==> src/i2cms_pkg.sv <==
`timescale 1ns / 1ps

package i2cms_pkg;

   // Request codes on req_type.
   localparam logic [2:0] REQ_START     = 3'd0;
   localparam logic [2:0] REQ_STOP      = 3'd1;
   localparam logic [2:0] REQ_WRITE     = 3'd2;
   localparam logic [2:0] REQ_READ_ACK  = 3'd3;
   localparam logic [2:0] REQ_READ_NACK = 3'd4;

   // Timing and acknowledge polling.
   localparam int HALF_BIT_US     = 4;
   localparam int ACK_TRIES       = 3;
   localparam int CARRIED_SAMPLES = 3;
   localparam int TRIES_USED      = (ACK_TRIES > CARRIED_SAMPLES) ? CARRIED_SAMPLES :
                                    ((ACK_TRIES < 1) ? 1 : ACK_TRIES);

   localparam logic [2:0] HOLD_HALF   = (HALF_BIT_US > 7) ? 3'd7 : 3'(HALF_BIT_US);
   localparam logic [2:0] HOLD_REL    = 3'd2;
   localparam logic [2:0] HOLD_SAMPLE = 3'd1;
   localparam logic [2:0] HOLD_NONE   = 3'd0;

   // Eight data bits, two line phases each.
   localparam int BIT_PHASES = 16;
   localparam int CNT_W      = $clog2(BIT_PHASES);

   // Command queue between the front and the back.
   localparam int QUEUE_DEPTH = 2;
   localparam int QPTR_W      = (QUEUE_DEPTH > 1) ? $clog2(QUEUE_DEPTH) : 1;
   localparam int QCNT_W      = $clog2(QUEUE_DEPTH + 1);

   typedef enum logic [1:0] {
      CMD_START,
      CMD_STOP,
      CMD_WRITE,
      CMD_READ
   } cmd_kind_type;

   typedef struct packed {
      cmd_kind_type kind;
      logic [7:0]   data;
      logic [7:0]   rbits;
      logic         nack;
      logic         acked;
      logic [1:0]   extras;
   } cmd_type;

   typedef struct packed {
      logic    valid;
      cmd_type cmd;
   } q_head_type;

   typedef enum logic [3:0] {
      ST_IDLE,
      ST_START,
      ST_STOP,
      ST_WFIRST,
      ST_WBIT,
      ST_WREL,
      ST_WCLK,
      ST_WTRY,
      ST_WEND,
      ST_RBIT,
      ST_RACK
   } seq_state_type;

   function automatic seq_state_type first_state(cmd_kind_type kind);
      seq_state_type st;
      unique case (kind)
         CMD_START: st = ST_START;
         CMD_STOP:  st = ST_STOP;
         CMD_WRITE: st = ST_WFIRST;
         CMD_READ:  st = ST_RBIT;
         default:   st = ST_IDLE;
      endcase
      return st;
   endfunction

endpackage

==> src/i2cms_front.sv <==
`timescale 1ns / 1ps

module i2cms_front (
   input  logic                   clock,
   input  logic                   reset,
   input  logic                   req_valid,
   output logic                   req_ready,
   input  logic [2:0]             req_type,
   input  logic [7:0]             req_data_byte,
   input  logic [7:0]             req_read_bits,
   input  logic [2:0]             req_ack_samples,
   input  logic                   head_pop,
   output i2cms_pkg::q_head_type  head
);
   import i2cms_pkg::*;

   cmd_type             new_cmd;
   logic                cmd_ok;
   logic                ack_found;
   logic [1:0]          high_tries;
   logic                push;
   logic                pop;
   cmd_type             q_ff [QUEUE_DEPTH];
   logic [QPTR_W-1:0]   wr_ptr_ff, wr_ptr_in;
   logic [QPTR_W-1:0]   rd_ptr_ff, rd_ptr_in;
   logic [QCNT_W-1:0]   count_ff, count_in;

   // Resolve the acknowledge poll up front: the back only needs to know
   // how many high tries to replay and whether the slave answered.
   always_comb begin
      logic done;
      done       = 1'b0;
      ack_found  = 1'b0;
      high_tries = 2'd0;
      for (int i = 0; i < CARRIED_SAMPLES; i++) begin
         if (i < TRIES_USED && !done) begin
            if (!req_ack_samples[i]) begin
               ack_found = 1'b1;
               done      = 1'b1;
            end else begin
               high_tries = high_tries + 2'd1;
            end
         end
      end
   end

   always_comb begin
      new_cmd        = '0;
      new_cmd.data   = req_data_byte;
      new_cmd.rbits  = req_read_bits;
      new_cmd.acked  = ack_found;
      new_cmd.extras = high_tries;
      cmd_ok         = 1'b1;
      unique case (req_type)
         REQ_START:     new_cmd.kind = CMD_START;
         REQ_STOP:      new_cmd.kind = CMD_STOP;
         REQ_WRITE:     new_cmd.kind = CMD_WRITE;
         REQ_READ_ACK:  new_cmd.kind = CMD_READ;
         REQ_READ_NACK: begin
            new_cmd.kind = CMD_READ;
            new_cmd.nack = 1'b1;
         end
         default:       cmd_ok = 1'b0;
      endcase
   end

   // Unknown requests are taken and dropped; they produce no line phases.
   assign req_ready = (count_ff != QCNT_W'(QUEUE_DEPTH));
   assign push      = req_valid && req_ready && cmd_ok;
   assign pop       = head_pop && (count_ff != '0);

   assign head.valid = (count_ff != '0);
   assign head.cmd   = q_ff[rd_ptr_ff];

   always_comb begin
      wr_ptr_in = wr_ptr_ff;
      rd_ptr_in = rd_ptr_ff;
      if (push) begin
         wr_ptr_in = (wr_ptr_ff == QPTR_W'(QUEUE_DEPTH - 1)) ? '0 : wr_ptr_ff + 1'b1;
      end
      if (pop) begin
         rd_ptr_in = (rd_ptr_ff == QPTR_W'(QUEUE_DEPTH - 1)) ? '0 : rd_ptr_ff + 1'b1;
      end
      count_in = count_ff + QCNT_W'(push) - QCNT_W'(pop);
   end

   always_ff @(posedge clock) begin
      if (reset) begin
         wr_ptr_ff <= '0;
         rd_ptr_ff <= '0;
         count_ff  <= '0;
      end else begin
         wr_ptr_ff <= wr_ptr_in;
         rd_ptr_ff <= rd_ptr_in;
         count_ff  <= count_in;
      end
   end

   always_ff @(posedge clock) begin
      if (push) begin
         q_ff[wr_ptr_ff] <= new_cmd;
      end
   end

endmodule

==> src/i2cms_back.sv <==
`timescale 1ns / 1ps

module i2cms_back (
   input  logic                   clock,
   input  logic                   reset,
   input  i2cms_pkg::q_head_type  head,
   output logic                   head_pop,
   output logic                   rsp_valid,
   input  logic                   rsp_ready,
   output logic                   rsp_scl_level,
   output logic                   rsp_sda_level,
   output logic [2:0]             rsp_hold_us,
   output logic                   rsp_samples_line,
   output logic [7:0]             rsp_read_byte,
   output logic                   rsp_acked,
   output logic                   rsp_last
);
   import i2cms_pkg::*;

   seq_state_type      state_ff, state_in, nxt_state;
   logic [CNT_W-1:0]   cnt_ff, cnt_in, nxt_cnt;
   cmd_type            cmd_ff, cmd_in;

   logic               out_free;
   logic               emit;
   logic               scl, sda, smp, lst, ack;
   logic [2:0]         hold;
   logic [7:0]         rbyte;
   logic               bit_sel;
   logic               cnt_end;

   logic               rsp_valid_ff;
   logic               rsp_scl_ff, rsp_sda_ff, rsp_smp_ff, rsp_ack_ff, rsp_last_ff;
   logic [2:0]         rsp_hold_ff;
   logic [7:0]         rsp_rbyte_ff;

   assign out_free = !rsp_valid_ff || rsp_ready;
   assign bit_sel  = cmd_ff.data[3'd7 - 3'(cnt_ff[CNT_W-1:1])];
   assign cnt_end  = (cnt_ff == CNT_W'(BIT_PHASES - 1));

   always_ff @(posedge clock) begin
      if (reset) begin
         state_ff <= ST_IDLE;
      end else begin
         state_ff <= state_in;
      end
   end

   always_ff @(posedge clock) begin
      cnt_ff <= cnt_in;
      cmd_ff <= cmd_in;
   end

   always_comb begin
      emit      = 1'b0;
      scl       = 1'b0;
      sda       = 1'b0;
      hold      = HOLD_NONE;
      smp       = 1'b0;
      lst       = 1'b0;
      ack       = 1'b0;
      rbyte     = '0;
      nxt_state = state_ff;
      nxt_cnt   = cnt_ff + 1'b1;
      state_in  = state_ff;
      cnt_in    = cnt_ff;
      cmd_in    = cmd_ff;
      head_pop  = 1'b0;

      unique case (state_ff)
         ST_IDLE: begin
            if (head.valid) begin
               head_pop = 1'b1;
               cmd_in   = head.cmd;
               state_in = first_state(head.cmd.kind);
               cnt_in   = '0;
            end
         end
         ST_START: begin
            emit = 1'b1;
            scl  = (cnt_ff != CNT_W'(2));
            sda  = (cnt_ff == '0);
            hold = (cnt_ff == CNT_W'(2)) ? HOLD_NONE : HOLD_HALF;
            lst  = (cnt_ff == CNT_W'(2));
         end
         ST_STOP: begin
            // Shared by the stop request and by a write the slave refused.
            emit = 1'b1;
            scl  = (cnt_ff != '0);
            sda  = (cnt_ff == CNT_W'(2));
            hold = (cnt_ff == '0) ? HOLD_NONE : HOLD_HALF;
            if (cnt_ff == CNT_W'(2)) begin
               if (cmd_ff.kind == CMD_STOP) begin
                  lst = 1'b1;
               end else begin
                  nxt_state = ST_WEND;
                  nxt_cnt   = '0;
               end
            end
         end
         ST_WFIRST: begin
            emit      = 1'b1;
            sda       = cmd_ff.data[7];
            hold      = HOLD_HALF;
            nxt_state = ST_WBIT;
            nxt_cnt   = '0;
         end
         ST_WBIT: begin
            emit = 1'b1;
            scl  = cnt_ff[0];
            sda  = bit_sel;
            hold = HOLD_HALF;
            if (cnt_end) begin
               nxt_state = ST_WREL;
               nxt_cnt   = '0;
            end
         end
         ST_WREL: begin
            emit      = 1'b1;
            sda       = 1'b1;
            hold      = HOLD_REL;
            nxt_state = ST_WCLK;
         end
         ST_WCLK: begin
            emit    = 1'b1;
            scl     = 1'b1;
            sda     = 1'b1;
            hold    = HOLD_SAMPLE;
            smp     = 1'b1;
            nxt_cnt = '0;
            if (cmd_ff.extras != 2'd0) begin
               nxt_state = ST_WTRY;
            end else if (cmd_ff.acked) begin
               nxt_state = ST_WEND;
            end else begin
               nxt_state = ST_STOP;
            end
         end
         ST_WTRY: begin
            // One more clock-high phase per try that saw SDA high.
            emit = 1'b1;
            scl  = 1'b1;
            sda  = 1'b1;
            hold = HOLD_SAMPLE;
            smp  = (int'(cnt_ff) + 1 < TRIES_USED);
            if (cnt_ff[1:0] + 2'd1 == cmd_ff.extras) begin
               nxt_state = cmd_ff.acked ? ST_WEND : ST_STOP;
               nxt_cnt   = '0;
            end
         end
         ST_WEND: begin
            emit = 1'b1;
            sda  = 1'b1;
            lst  = 1'b1;
            ack  = cmd_ff.acked;
         end
         ST_RBIT: begin
            emit = 1'b1;
            scl  = cnt_ff[0];
            sda  = 1'b1;
            hold = cnt_ff[0] ? HOLD_SAMPLE : HOLD_HALF;
            smp  = cnt_ff[0];
            if (cnt_end) begin
               nxt_state = ST_RACK;
               nxt_cnt   = '0;
            end
         end
         ST_RACK: begin
            emit = 1'b1;
            scl  = (cnt_ff == CNT_W'(1));
            sda  = cmd_ff.nack;
            hold = (cnt_ff == CNT_W'(2)) ? HOLD_NONE : HOLD_HALF;
            if (cnt_ff == CNT_W'(2)) begin
               lst   = 1'b1;
               rbyte = cmd_ff.rbits;
            end
         end
         default: begin
            state_in = ST_IDLE;
         end
      endcase

      // Advance only when the phase lands in the output register. On the
      // last phase the next queued command is picked up without a gap.
      if (emit && out_free) begin
         state_in = nxt_state;
         cnt_in   = nxt_cnt;
         if (lst) begin
            if (head.valid) begin
               head_pop = 1'b1;
               cmd_in   = head.cmd;
               state_in = first_state(head.cmd.kind);
               cnt_in   = '0;
            end else begin
               state_in = ST_IDLE;
            end
         end
      end
   end

   always_ff @(posedge clock) begin
      if (reset) begin
         rsp_valid_ff <= 1'b0;
      end else if (out_free) begin
         rsp_valid_ff <= emit;
      end
   end

   always_ff @(posedge clock) begin
      if (out_free && emit) begin
         rsp_scl_ff   <= scl;
         rsp_sda_ff   <= sda;
         rsp_hold_ff  <= hold;
         rsp_smp_ff   <= smp;
         rsp_rbyte_ff <= rbyte;
         rsp_ack_ff   <= ack;
         rsp_last_ff  <= lst;
      end
   end

   assign rsp_valid        = rsp_valid_ff;
   assign rsp_scl_level    = rsp_scl_ff;
   assign rsp_sda_level    = rsp_sda_ff;
   assign rsp_hold_us      = rsp_hold_ff;
   assign rsp_samples_line = rsp_smp_ff;
   assign rsp_read_byte    = rsp_rbyte_ff;
   assign rsp_acked        = rsp_ack_ff;
   assign rsp_last         = rsp_last_ff;

   a_result_only_on_last: assert property (@(posedge clock) disable iff (reset)
      rsp_valid_ff && !rsp_last_ff |-> rsp_rbyte_ff == 8'd0 && !rsp_ack_ff)
      else $error("read byte or ack flag set on a phase that is not last");

   a_acked_on_write_end: assert property (@(posedge clock) disable iff (reset)
      rsp_valid_ff && rsp_ack_ff |-> rsp_last_ff && !rsp_scl_ff && rsp_sda_ff)
      else $error("ack flag outside the closing phase of a write");

   a_try_bound: assert property (@(posedge clock) disable iff (reset)
      state_ff == ST_WTRY |-> cnt_ff[1:0] < cmd_ff.extras)
      else $error("acknowledge retry count ran past the recorded tries");

   a_pop_at_boundary: assert property (@(posedge clock) disable iff (reset)
      head_pop |-> head.valid && (state_ff == ST_IDLE || (emit && lst && out_free)))
      else $error("command popped in the middle of another command");

endmodule

==> src/i2c_master_byte_sequencer.sv <==
`timescale 1ns / 1ps
// The first line phase word of a command accepted while the sequencer is idle passes
// through the queue, the command load and then the output register. Throughput: one
// line phase word per cycle while the result side is ready; a command gives as many
// words as it has phases (3 for start or stop, 19 for a read, 20 to 26 for a write),
// plus a load step when the two-entry queue had run empty. Synchronous active-high reset
// empties the queue, returns the sequencer to idle and drops any pending result word.

module i2c_master_byte_sequencer (
   input  logic       clock,
   input  logic       reset,
   input  logic       req_valid,
   output logic       req_ready,
   input  logic [2:0] req_type,
   input  logic [7:0] req_data_byte,
   input  logic [7:0] req_read_bits,
   input  logic [2:0] req_ack_samples,
   output logic       rsp_valid,
   input  logic       rsp_ready,
   output logic       rsp_scl_level,
   output logic       rsp_sda_level,
   output logic [2:0] rsp_hold_us,
   output logic       rsp_samples_line,
   output logic [7:0] rsp_read_byte,
   output logic       rsp_acked,
   output logic       rsp_last
);
   import i2cms_pkg::*;

   // The front decodes each command word, resolves the acknowledge poll and
   // queues it. Unknown command codes are accepted and produce nothing.
   q_head_type head;
   logic       head_pop;

   i2cms_front u_front (
      .clock           (clock),
      .reset           (reset),
      .req_valid       (req_valid),
      .req_ready       (req_ready),
      .req_type        (req_type),
      .req_data_byte   (req_data_byte),
      .req_read_bits   (req_read_bits),
      .req_ack_samples (req_ack_samples),
      .head_pop        (head_pop),
      .head            (head)
   );

   // The back walks the line phases of one command at a time into an
   // output register; a stalled result side holds it, and a full queue then blocks the front.
   i2cms_back u_back (
      .clock            (clock),
      .reset            (reset),
      .head             (head),
      .head_pop         (head_pop),
      .rsp_valid        (rsp_valid),
      .rsp_ready        (rsp_ready),
      .rsp_scl_level    (rsp_scl_level),
      .rsp_sda_level    (rsp_sda_level),
      .rsp_hold_us      (rsp_hold_us),
      .rsp_samples_line (rsp_samples_line),
      .rsp_read_byte    (rsp_read_byte),
      .rsp_acked        (rsp_acked),
      .rsp_last         (rsp_last)
   );

endmodule

==> config.mk <==
export PLATFORM = sky130hd
export DESIGN_NAME = i2c_master_byte_sequencer
export DESIGN_NICKNAME = d
export VERILOG_FILES = /design/src/i2cms_pkg.sv /design/src/i2cms_front.sv /design/src/i2cms_back.sv /design/src/i2c_master_byte_sequencer.sv
export SDC_FILE = /design/constraint.sdc
export NUM_CORES = 1
export LEC_CHECK = 0
export ABC_CLOCK_PERIOD_IN_PS = 4820
export BUFFER_PORTS_ARGS = -buffer_cell sky130_fd_sc_hd__buf_4
export CORE_MARGIN = 8
export CORE_UTILIZATION = 62
export DETAILED_ROUTE_END_ITERATION = 8
export PLACE_DENSITY = 0.87
export SLEW_MARGIN = 20
export SYNTH_ARGS = -nofsm -noshare
export SYNTH_HDL_FRONTEND = slang
export SYNTH_HIERARCHICAL = 1
export SYNTH_SLANG_ARGS = --single-unit
==> constraint.sdc <==
create_clock -name clock -period 4.82 [get_ports clock]
set_input_delay 0.964 -clock clock [delete_from_list [all_inputs] [get_ports clock]]
set_output_delay 0.964 -clock clock [all_outputs]
set_load 0.02 [all_outputs]
# [Word level (Yosys, flattened, before mapping)]
# Memories as Yosys holds them, arrays and structs flattened. A register that Yosys moved wholly into a read port is not among the register bits.
# Cells that the tools add are included.
[word_totals] reg_bits=51 mem_bits_rw=44 input_bits=26 n_memories=1
[classes] add_sub_neg=10 order_cmp=2 n_eq_ne=32 n_mux=67 reduce_logical=27
[memory_table] memory="u_front.q_ff" depth=2 word_bits=22 rd=1 rd_clocked_by_memory_dff=1 wr=1 line="i2cms_front.sv:23" text="cmd_type q_ff [QUEUE_DEPTH];"
[op_table] cell="$mux W22" n=5
[op_table] cell="$mux W4" n=20
[op_table] cell="$lt A32 B3 Y1 const B" n=1
[op_table] cell="$pmux W4 S4" n=2
[op_table] cell="$pmux W4 S7" n=1
[op_table] cell="$mux W1" n=24
[op_table] cell="$ne A4 B2 Y1 const B" n=5
[op_table] cell="$pmux W3 S6" n=1
[op_table] cell="$eq A4 B3 Y1 const B" n=4
[op_table] cell="$eq A4 B4 Y1 const B" n=4
[op_table] cell="$eq A4 B2 Y1 const B" n=3
[op_table] cell="$reduce_or A2 Y1" n=6
[op_table] cell="$reduce_or A10 Y1" n=1
[op_table] cell="$reduce_or A5 Y1" n=2
[op_table] cell="$mux W3" n=3
[op_table] cell="$ne A9 B8 Y1 const B" n=1
[op_table] cell="$eq A4 B1 Y1 const B" n=2
[op_table] cell="$logic_not A4 Y1" n=2
[op_table] cell="$mux W2" n=4
[op_table] cell="$pmux W4 S2" n=1
[op_table] cell="$reduce_and A8 Y1" n=1
[op_table] cell="$reduce_bool A2 Y1" n=4
[op_table] cell="$eq A3 B2 Y1 const B" n=2
[op_table] cell="$pmux W1 S6" n=1
[op_table] cell="30 further kinds" n=38

# [Depth between registers and ports, before layout]
# Gate-level depths: netlist (run 1).
[depth] word_depth=9 ltp_mapped=18 depth_no_buf=15

# [Hierarchy]
# Netlist (run 1), hierarchy kept.
[by_module_without_submodules] module="i2cms_back" instances=1 cells_each=231 area_per_inst_um2=2522.4 seq_area_each_um2=1141.1
[by_module_without_submodules] module="i2cms_front" instances=1 cells_each=106 area_per_inst_um2=1881.8 seq_area_each_um2=1421.4

# [Worst setup path after synthesis (run 1)]
# No wires, ideal clock.
[synth_timing] path_type="register to register" from="register u_back.cnt_ff[0]" to="register u_front.count_ff[1]" setup_time_ns=0.114 t_arrival_ns=3.170 t_required_ns=4.706 path_slack_ns=1.536 stages_incl_launch_ff=19 path_buffers=3 cell_sequence="edfxtp_1 > inv_1 > ha_1 > or3b_4 > a2111oi_4 > or2_1 > buf_6 > a21oi_2 > nand2b_4 > buf_6 > buf_6 > inv_1 > o21a_1 > ha_1 > inv_1 > ha_1 > xor2_1 > and2_1 > nor3_1"
[synth_between] elab_chain_cells=7
[synth_lines] item="from (decl)" line="i2cms_back.sv:21" text="logic [CNT_W-1:0] cnt_ff, cnt_in, nxt_cnt;"
[synth_lines] item="from (signal assigned)" line="i2cms_back.sv:50" text="cnt_ff <= cnt_in;"
[synth_lines] item="$eq A4 B2 Y1 *" line="i2cms_back.sv:84, i2cms_back.sv:92, i2cms_back.sv:173"
[synth_lines] item="$mux W1 (on tied branches)" line="i2cms_back.sv:173, i2cms_back.sv:92"
[synth_lines] item="$pmux W1 S4 *" line="i2cms_back.sv:70" text="unique case (state_ff)"
[synth_lines] item="via u_back.lst" line="i2cms_back.sv:26" text="logic scl, sda, smp, lst, ack;"
[synth_lines] item="$mux W1 *" line="i2cms_back.sv:188" text="if (lst) begin"
[synth_lines] item="$mux W1 *" line="i2cms_back.sv:185" text="if (emit && out_free) begin"
[synth_lines] item="via head_pop" line="i2c_master_byte_sequencer.sv:33" text="logic head_pop;"
[synth_lines] item="$logic_and A1 B1 Y1 *" line="i2cms_front.sv:70" text="assign pop = head_pop && (count_ff != '0);"
[synth_lines] item="via u_front.pop" line="i2cms_front.sv:22" text="logic pop;"
[synth_lines] item="$sub A2 B1 Y2 *" line="i2cms_front.sv:84" text="count_in = count_ff + QCNT_W'(push) - QCNT_W'(pop);"
[synth_lines] item="to (signal assigned)" line="i2cms_front.sv:95" text="count_ff <= count_in;"
[synth_lines] item="to (decl)" line="i2cms_front.sv:26" text="logic [QCNT_W-1:0] count_ff, count_in;"
# The timed path passes the listed nets; every way through them passes the cells marked *.
# A chain may end at the register's enable or synchronous reset.

# [Final worst setup path (run 1)]
[layout_timing] from="register u_back.cnt_ff[0]" to="register u_front.count_ff[1]"
[layout_between] elab_chain_cells=7
[layout_lines] item="$eq A4 B2 Y1 *" line="i2cms_back.sv:84, i2cms_back.sv:92, i2cms_back.sv:173"
[layout_lines] item="$mux W1 (on tied branches)" line="i2cms_back.sv:173, i2cms_back.sv:92"
[layout_lines] item="$pmux W1 S4 *" line="i2cms_back.sv:70"
[layout_lines] item="$mux W1 *" line="i2cms_back.sv:188"
[layout_lines] item="$mux W1 *" line="i2cms_back.sv:185"
[layout_lines] item="via head_pop" line="i2c_master_byte_sequencer.sv:33"
[layout_lines] item="$logic_and A1 B1 Y1 *" line="i2cms_front.sv:70"
[layout_lines] item="via u_front.pop" line="i2cms_front.sv:22"
[layout_lines] item="$sub A2 B1 Y2 *" line="i2cms_front.sv:84"
# Marked as above.

==> results of run 1 <==
[stage by stage]
step,worst slack (ns),instances,utilization,area [sq um]
after floorplan,1.54,337,-,4400
after global placement,1.34,458,0.694,4740
after detailed placement,1.24,458,0.694,4740
after CTS,1.18,474,0.727,4970
after global routing,0.821,474,0.728,4970
final,1.16,474,0.728,4970
[cell type report]
type,count,area [sq um],area share
Clock buffer,9,124,0.0249
Clock inverter,7,101,0.0204
Inverter,17,63.8,0.0128
Multi-Input combinational cell,206,1680,0.337
Sequential cell,96,2560,0.515
Tap cell,96,120,0.0242
Timing Repair Buffer,43,323,0.0649
[critical path: stages (launching register included)]
cell and delay (ns):
edfxtp_1 0.55, inv_1 0.20, ha_1 0.20, or3b_4 0.43
a2111oi_4 0.34, or2_1 0.28, a21oi_2 0.08, nand2b_4 0.37
inv_1 0.13, o21a_1 0.16, ha_1 0.23, inv_1 0.06
ha_1 0.15, xor2_1 0.17, and2_1 0.16, nor3_1 0.04
[path summary, 6_finish.rpt]
kind	slack, ns	start	endpoint
setup / recovery	1.16	u_back/cnt_ff[0]	u_front/count_ff[1]
hold / removal	0.49	u_back/cmd_ff[21]	u_back/cmd_ff[21]
setup reg to reg	1.16	u_back/cnt_ff[0]	u_front/count_ff[1]
hold reg to reg	0.49	u_back/cmd_ff[21]	u_back/cmd_ff[21]
[flip-flops by register name (all words and copies together), names as in the netlist, 2 cells and up, named ones only]
register	cells
u_front/q_ff	44
u_back/cmd_ff	22
u_back/rsp_read_byte	8
u_back/cnt_ff	4
u_back/state_ff	4
u_back/rsp_hold_us	3
u_front/count_ff	2
[Yosys cell counts, types with 3 or more instances]
cell type / instances
edfxtp_1: 64
dfxtp_1: 32
mux2_2: 23
nor2_1: 23
mux2_4: 20
inv_1: 16
o21ai_0: 13
and2_1: 12
nand2_1: 12
a21oi_1: 10
clkbuf_1: 8
ha_1: 8
nor2b_1: 7
a31oi_1: 6
nor3_1: 6
buf_6: 5
nand2b_1: 5
o211ai_1: 5
o22ai_1: 4
a211oi_1: 3
buf_2: 3
mux2_1: 3
nand3_1: 3
xor2_1: 3
[layer usage]
layer | part of all wire | track usage | up-vias | routed length, um
met5 | 0 | 0 | - | 0
met4 | 0.014 | 0.0744 | 0 | 116
met1 | 0.45 | 0.220 | 1304 | 3750
met2 | 0.49 | 0.282 | 97 | 4090
met3 | 0.047 | 0.0388 | 14 | 393
li1 | - | - | 1320 | -
[power by group through the flow]
stage	clock network [W]	logic [W]	registers, W
6_report	0.000586	0.00122	0.00140
5_1_grt	0.000626	0.00133	0.00143
4_1_cts	0.000597	0.00122	0.00139
3_5_place_dp	0	0.00121	0.00141
3_3_place_gp	0	0.00119	0.00139
2_1_floorplan	0	0.000959	0.00137
[logic make-up (layout without fill, tap and decap cells)]
family	Yosys count	in the layout
buffers and inverters	35	76
xor gates and xnor gates	5	5
muxes	48	48
adders and majority gates	8	8
and+or+nand+nor	83	83
AOI/OAI and AO/OA	62	62
DFF	96	96
==> insert_results.sql, run 1 <==
INSERT INTO impl_metrics (metric_group, metric, value, unit) VALUES
('yosys', 'syn_nets', '371', ''),
('worst_setup_path', 'startpoint_type_of_the_worst_setup_path', 'flop', ''),
('sta', 'timing.clock.skew', '0.0133', 'ns'),
('final_layout', 'areaGrowthSynthToFinish', '12.9', '%'),
('clock_network', 'cts-hold-fix-buffers', '0', ''),
('yosys', 'synth_cells', '337', ''),
('sta', 'worst_pin_slew', '1.03', 'ns'),
('final_layout', 'layout.filler_cells', '474', ''),
('sta', 'count_of_endpoints_failing_setup_in_the_final_report', '0', ''),
('final_layout', 'mostFrequentLayoutCells', 'edfxtp_1, buf_4, dfxtp_1', ''),
('sta', 'fin_crit', '3.66', 'ns'),
('floorplanning', 'die_height', '100', 'um'),
('clock_network', 'clock_sinks', '96', ''),
('floorplanning', 'design.portCount', '44', ''),
('worst_setup_path', 'criticalPathCategory', 'reg2reg', ''),
('clock_network', 'post_cts.resized_instances', '0', ''),
('power', 'seq_power_share', '0.436', ''),
('clock_network', 'cts_max_path_buffers', '2', ''),
('grt', 'grt_max_degree', '28', ''),
('yosys', 'synth-seq-cells', '96', ''),
('clock_network', 'htree_num_levels', '3', ''),
('route', 'drt-pass1-iter-count', '5', ''),
('power', 'share_clk_of_total_power', '0.183', ''),
('sta', 'finalCritPeriodShare', '0.759', ''),
('outcome', 'status', 'complete, no violations', ''),
('route', 'drt-initial-drc-count', '238', ''),
('sta', 'fin_hold_ws', '0.492', 'ns'),
('sta', 'final.setup.tns', '0', 'ns'),
('power', 'comb_power_share', '0.381', ''),
('power', 'vdd_drop_max', '0.323', 'mV'),
('placement', 'hpwl', '5710', 'um'),
('clock_network', 'clock_latency_on_the_worst_skew_pair', '0.36', 'ns'),
('placement', 'place.gp.congestion', '0.926', ''),
('route', 'drc', '0', ''),
('grt', 'globalRouteOverflowTotal', '0', ''),
('worst_setup_path', 'ff2ff_path_depth', '15', ''),
('power', 'power.share.switching', '0.350', ''),
('yosys', 'post_synth_and_or_nand_nor_area_fraction', '0.103', ''),
('clock_network', 'tritoncts', 'done', ''),
('grt', 'grt_antenna_before_repair', '0', ''),
('worst_setup_path', 'critical_path.endpoint_type', 'flop', ''),
('clock_network', 'clockRootBuffer', 'clkbuf_8', ''),
('clock_network', 'clkSlewWorstSetupHoldPaths', '0.10', 'ns'),
('sta', 'slew_viol_final', '0', ''),
('yosys', 'netlist_area', '0.00440', 'sq mm'),
('yosys', 'postSynth.topFlopCell', 'edfxtp_1', ''),
('power', 'power_report.internal_total', '0.00208', 'W'),
('yosys', 'yosys_warning_count', '6', ''),
('worst_setup_path', 'worst-endpoint-arrival', '3.90', 'ns'),
('yosys', 'syn_area_per_cell', '13.1', 'sq um'),
('floorplanning', 'width_of_the_die', '100', 'um'),
('power', 'p_switching', '0.00112', 'W'),
('yosys', 'post_synth_main_area_contributors', 'edfxtp_1, dfxtp_1, mux2_4', ''),
('yosys', 'post-synth-top-area-fraction', '0.436', ''),
('yosys', 'xor_xnor_share_of_the_synthesized_area', '0.00994', ''),
('clock_network', 'buffers_inserted_by_post_cts_timing_repair', '0', ''),
('final_layout', 'layout-drive-gt1-share', '0.302', ''),
('route', 'routedWlPerCell', '17.6', 'um'),
('power', 'p_leak', '1.92', 'nW'),
('job', 'cap_violations', '0', ''),
('power', 'power_density', '645', 'mW/mm^2'),
('worst_setup_path', 'critical_path.max_fanout', '23', ''),
('clock_network', 'cts-buffers-inserted', '9', ''),
('route', 'post_drt_via_cell_ratio', '5.77', ''),
('grt', 'grt_pass1_vias', '2760', ''),
('sta', 'max_freq', '273', 'MHz'),
('grt', 'first_pass_grt_wire_length', '13700', 'um'),
('floorplanning', 'start_util', '0.645', ''),
('placement', 'port_buffers', '43', ''),
('yosys', 'synth.yosys.seq_area_share', '0.582', ''),
('floorplanning', 'die_area', '0.0101', 'sq mm');
(Power assumes the default switching activity.)
==> inputs of run 2 (changes only) <==
- ABC_AREA: default -> 1
- ABC_CLOCK_PERIOD_IN_PS: 4820 -> 3600
- CORE_UTILIZATION: 62 -> 59
- PLACE_DENSITY: 0.87 -> 0.84
- clock period: 4.82 -> 3.6 ns (I/O delays scaled with it)
==> run 2 against run 1 <==
  * Via count increased by 6.6%
  * Clock skew decreased by 0.0027 ns
  * Non-clock buffer count increased by 3
  * Utilization decreased by 3.4 points
  * Critical path type unchanged
  * Critical endpoint unchanged
  * Largest power group unchanged
==> insert_results.sql, run 2 <==
INSERT INTO impl_metrics (metric_group, metric, value, unit) VALUES
('route', 'wirelength_routed', '7980', 'um'),
('floorplanning', 'rows', '31', ''),
('sta', 'timing.clock.skew', '0.0106', 'ns'),
('clock_network', 'post_cts.resized_instances', '0', ''),
('yosys', 'synth_adder_area_share', '0.0228', ''),
('floorplanning', 'die_area', '0.0105', 'sq mm'),
('final_layout', 'max_reg_flops', '44', ''),
('placement', 'place.gp.congestion', '0.910', ''),
('power', 'fin_total_pwr', '0.00412', 'W'),
('final_layout', 'postLayoutCellArea', '0.00500', 'sq mm'),
('power', 'power_density', '823', 'mW/mm^2'),
('power', 'p_leak', '2.12', 'nW'),
('placement', 'port_buffers', '43', ''),
('grt', 'grt_pass1_vias', '2898', ''),
('clock_network', 'htree_num_levels', '3', ''),
('sta', 'final.setup.tns', '0', 'ns'),
('route', 'dr_total_vias', '2916', ''),
('route', 'drt-initial-drc-count', '167', ''),
('clock_network', 'tritoncts', 'done', ''),
('final_layout', 'antenna_cells', '0', ''),
('clock_network', 'clkSlewWorstSetupHoldPaths', '0.10', 'ns'),
('route', 'drc', '0', ''),
('yosys', 'asyncSetResetFlopFracSynth', '0', ''),
('yosys', 'synth.yosys.seq_area_share', '0.584', ''),
('yosys', 'synth_compound_area_frac', '0.0792', ''),
('yosys', 'synth-seq-cells', '96', ''),
('final_layout', 'areaGrowthSynthToFinish', '14.0', '%'),
('yosys', 'synthMostInstantiatedCell', 'nand2_1', ''),
('outcome', 'status', 'complete, no violations', ''),
('placement', 'hpwl', '5830', 'um'),
('grt', 'globalRouteOverflowTotal', '0', ''),
('power', 'seq_power_share', '0.416', ''),
('floorplanning', 'core_area', '0.00721', 'sq mm'),
('floorplanning', 'die_height', '102', 'um'),
('sta', 'fin_hold_ws', '0.474', 'ns'),
('clock_network', 'buffers_inserted_by_post_cts_timing_repair', '0', ''),
('final_layout', 'layout-drive-gt1-share', '0.270', ''),
('yosys', 'postSynth.topFlopCell', 'edfxtp_1', ''),
('power', 'share_clk_of_total_power', '0.178', ''),
('sta', 'hold_viol_final', '0', ''),
('sta', 'slew_viol_final', '0', ''),
('final_layout', 'final_nets', '510', ''),
('floorplanning', 'start_util', '0.608', ''),
('route', 'drt-pass1-iter-count', '4', ''),
('clock_network', 'clock_latency_on_the_worst_skew_pair', '0.37', 'ns'),
('power', 'p_switching', '0.00162', 'W'),
('power', 'power.share.switching', '0.394', ''),
('worst_setup_path', 'critical_path.endpoint_type', 'flop', ''),
('route', 'post_drt_via_cell_ratio', '5.03', ''),
('yosys', 'synth_largest_area_cell', 'edfxtp_1', ''),
('sta', 'grt_setup_unrepaired', 'no', ''),
('yosys', 'distinct_cell_type_count_of_the_synthesized_netlist', '34', ''),
('sta', 'count_of_endpoints_failing_setup_in_the_final_report', '0', ''),
('yosys', 'syn_area_per_cell', '10.3', 'sq um'),
('worst_setup_path', 'worst-endpoint-arrival', '2.84', 'ns'),
('power', 'power_report.internal_total', '0.00250', 'W'),
('yosys', 'synth_top_family_by_area', 'simple AND/OR/NAND/NOR gates', ''),
('final_layout', 'mostFrequentLayoutCells', 'nand2_1, edfxtp_1, inv_1', ''),
('yosys', 'synth_cells', '426', ''),
('grt', 'grt_max_degree', '45', ''),
('yosys', 'synth-edff-count', '64', ''),
('grt', 'grt_antenna_before_repair', '0', ''),
('sta', 'worst_pin_slew', '0.897', 'ns'),
('sta', 'slew_headroom', '0.401', ''),
('yosys', 'syn_nets', '460', ''),
('clock_network', 'cts_max_path_buffers', '2', ''),
('yosys', 'post_synth_main_area_contributors', 'edfxtp_1, dfxtp_1, nand2_1', ''),
('route', 'routedWlPerCell', '13.8', 'um'),
('yosys', 'synth.area.mux_share', '0.0564', ''),
('floorplanning', 'design.portCount', '44', ''),
('final_layout', 'mostFrequentLayoutCell', 'nand2_1', ''),
('grt', 'first_pass_grt_wire_length', '13300', 'um'),
('worst_setup_path', 'criticalPathCategory', 'reg2reg', ''),
('yosys', 'post_synth_and_or_nand_nor_area_fraction', '0.185', ''),
('route', 'ant_nets', '0', ''),
('final_layout', 'largest_register', 'u_front/q_ff', ''),
('clock_network', 'clock_sinks', '96', ''),
('worst_setup_path', 'startpoint_type_of_the_worst_setup_path', 'flop', ''),
('grt', 'globalRouteTotalUtil', '0.166', ''),
('clock_network', 'clockRootBuffer', 'clkbuf_8', ''),
('sta', 'fin_crit', '2.57', 'ns'),
('power', 'vdd_drop_max', '0.503', 'mV'),
('job', 'cap_violations', '0', ''),
('placement', 'placement.cell_area', '0.00479', 'sq mm'),
('yosys', 'yosys_warning_count', '6', ''),
('yosys', 'xor_xnor_share_of_the_synthesized_area', '0.00599', ''),
('clock_network', 'cts-hold-fix-buffers', '0', ''),
('yosys', 'netlist_area', '0.00439', 'sq mm'),
('clock_network', 'cts-buffers-inserted', '9', ''),
('yosys', 'synthTopCellsByCount', 'nand2_1, edfxtp_1, inv_1', ''),
('sta', 'finalCritPeriodShare', '0.713', ''),
('worst_setup_path', 'critical_path.max_fanout', '7', ''),
('floorplanning', 'width_of_the_die', '102', 'um'),
('yosys', 'post-synth-top-area-fraction', '0.438', ''),
('hold_path', 'type_of_the_most_critical_hold_path', 'reg2reg', ''),
('power', 'comb_power_share', '0.406', ''),
('sta', 'max_freq', '390', 'MHz'),
('worst_setup_path', 'worst_ep_required_time', '3.87', 'ns');
[run 2: cell types whose count changed in the layout (fill, tap and decap cells not counted), moves of 5 or more]
| cell | previous run | this run |
|---|---|---|
| nor2_2 | 0 | 8 |
| nand2b_1 | 5 | 0 |
| nand2_2 | 0 | 5 |
| nand2_1 | 12 | 94 |
| nor2b_1 | 6 | 0 |
| inv_2 | 1 | 6 |
| a31oi_1 | 6 | 1 |
| nand3_1 | 3 | 13 |
| and2_1 | 12 | 0 |
| mux2_4 | 20 | 0 |
| nor2_1 | 23 | 44 |
| o21ai_2 | 0 | 17 |
| inv_1 | 16 | 53 |
[run 2: power by group through the flow]
stage	clock (W)	combinational, W	sequential [W]
2_1_floorplan	0	0.00120	0.00181
3_3_place_gp	0	0.00164	0.00173
3_5_place_dp	0	0.00166	0.00174
4_1_cts	0.000755	0.00168	0.00172
5_1_grt	0.000793	0.00186	0.00175
6_report	0.000735	0.00167	0.00171
[run 2: metal layers]
metal	vias to the layer above	GRT usage	share of wire
met4	0	0.0666	0.013
met1	1348	0.195	0.44
met5	-	0	0
li1	1505	-	-
met3	8	0.0422	0.047
met2	55	0.282	0.50
[run 2: critical path: stages (launching register included)]
cell      delay (ns)
edfxtp_1        0.48
inv_1           0.16
ha_1            0.24
nand2_1         0.12
inv_1           0.09
nand2_1         0.11
nand3_4         0.13
nand3_4         0.11
o21ai_4         0.06
o21a_1          0.13
ha_1            0.28
inv_1           0.04
ha_1            0.18
xnor2_1         0.18
nand2_1         0.07
nand2_1         0.06
nor2_1          0.04
[run 2: cell type report]
cell class	count	area, sq um
clock buffers	9	124
flip-flops and latches	96	2560
well taps	99	124
fillers	562	2210
multi-input cells	264	1540
inverters	59	221
repair buffers	46	345
clock inverters	7	90.1
[run 2: worst paths after layout]
check,slack [ns],start,to,depth (start not counted)
setup / recovery,1.03,u_back/cnt_ff[0],u_front/count_ff[1],16
hold / removal,0.47,u_back/cmd_ff[20],u_back/cmd_ff[20],2
setup reg to reg,1.03,u_back/cnt_ff[0],u_front/count_ff[1],16
hold reg to reg,0.47,u_back/cmd_ff[20],u_back/cmd_ff[20],2
[run 2: through the flow]
stage           util  std cells  worst slack, ns
3_5_place_dp   0.664        564             1.00
3_3_place_gp   0.664        564             1.08
2_1_floorplan      -        426            0.715
6_report       0.694        580             1.03
4_1_cts        0.694        580             1.06
5_1_grt        0.694        580            0.807
[run 2: cells by family (layout without fill, tap and decap cells)]
| logic type | count (synthesis) | in the layout |
|---|---|---|
| buffers and inverters | 66 | 121 |
| muxes | 22 | 22 |
| and+or+nand+nor | 180 | 180 |
| AOI/OAI and AO/OA | 51 | 51 |
| adders and majority gates | 8 | 8 |
| DFF | 96 | 96 |
| xor gates and xnor gates | 3 | 3 |
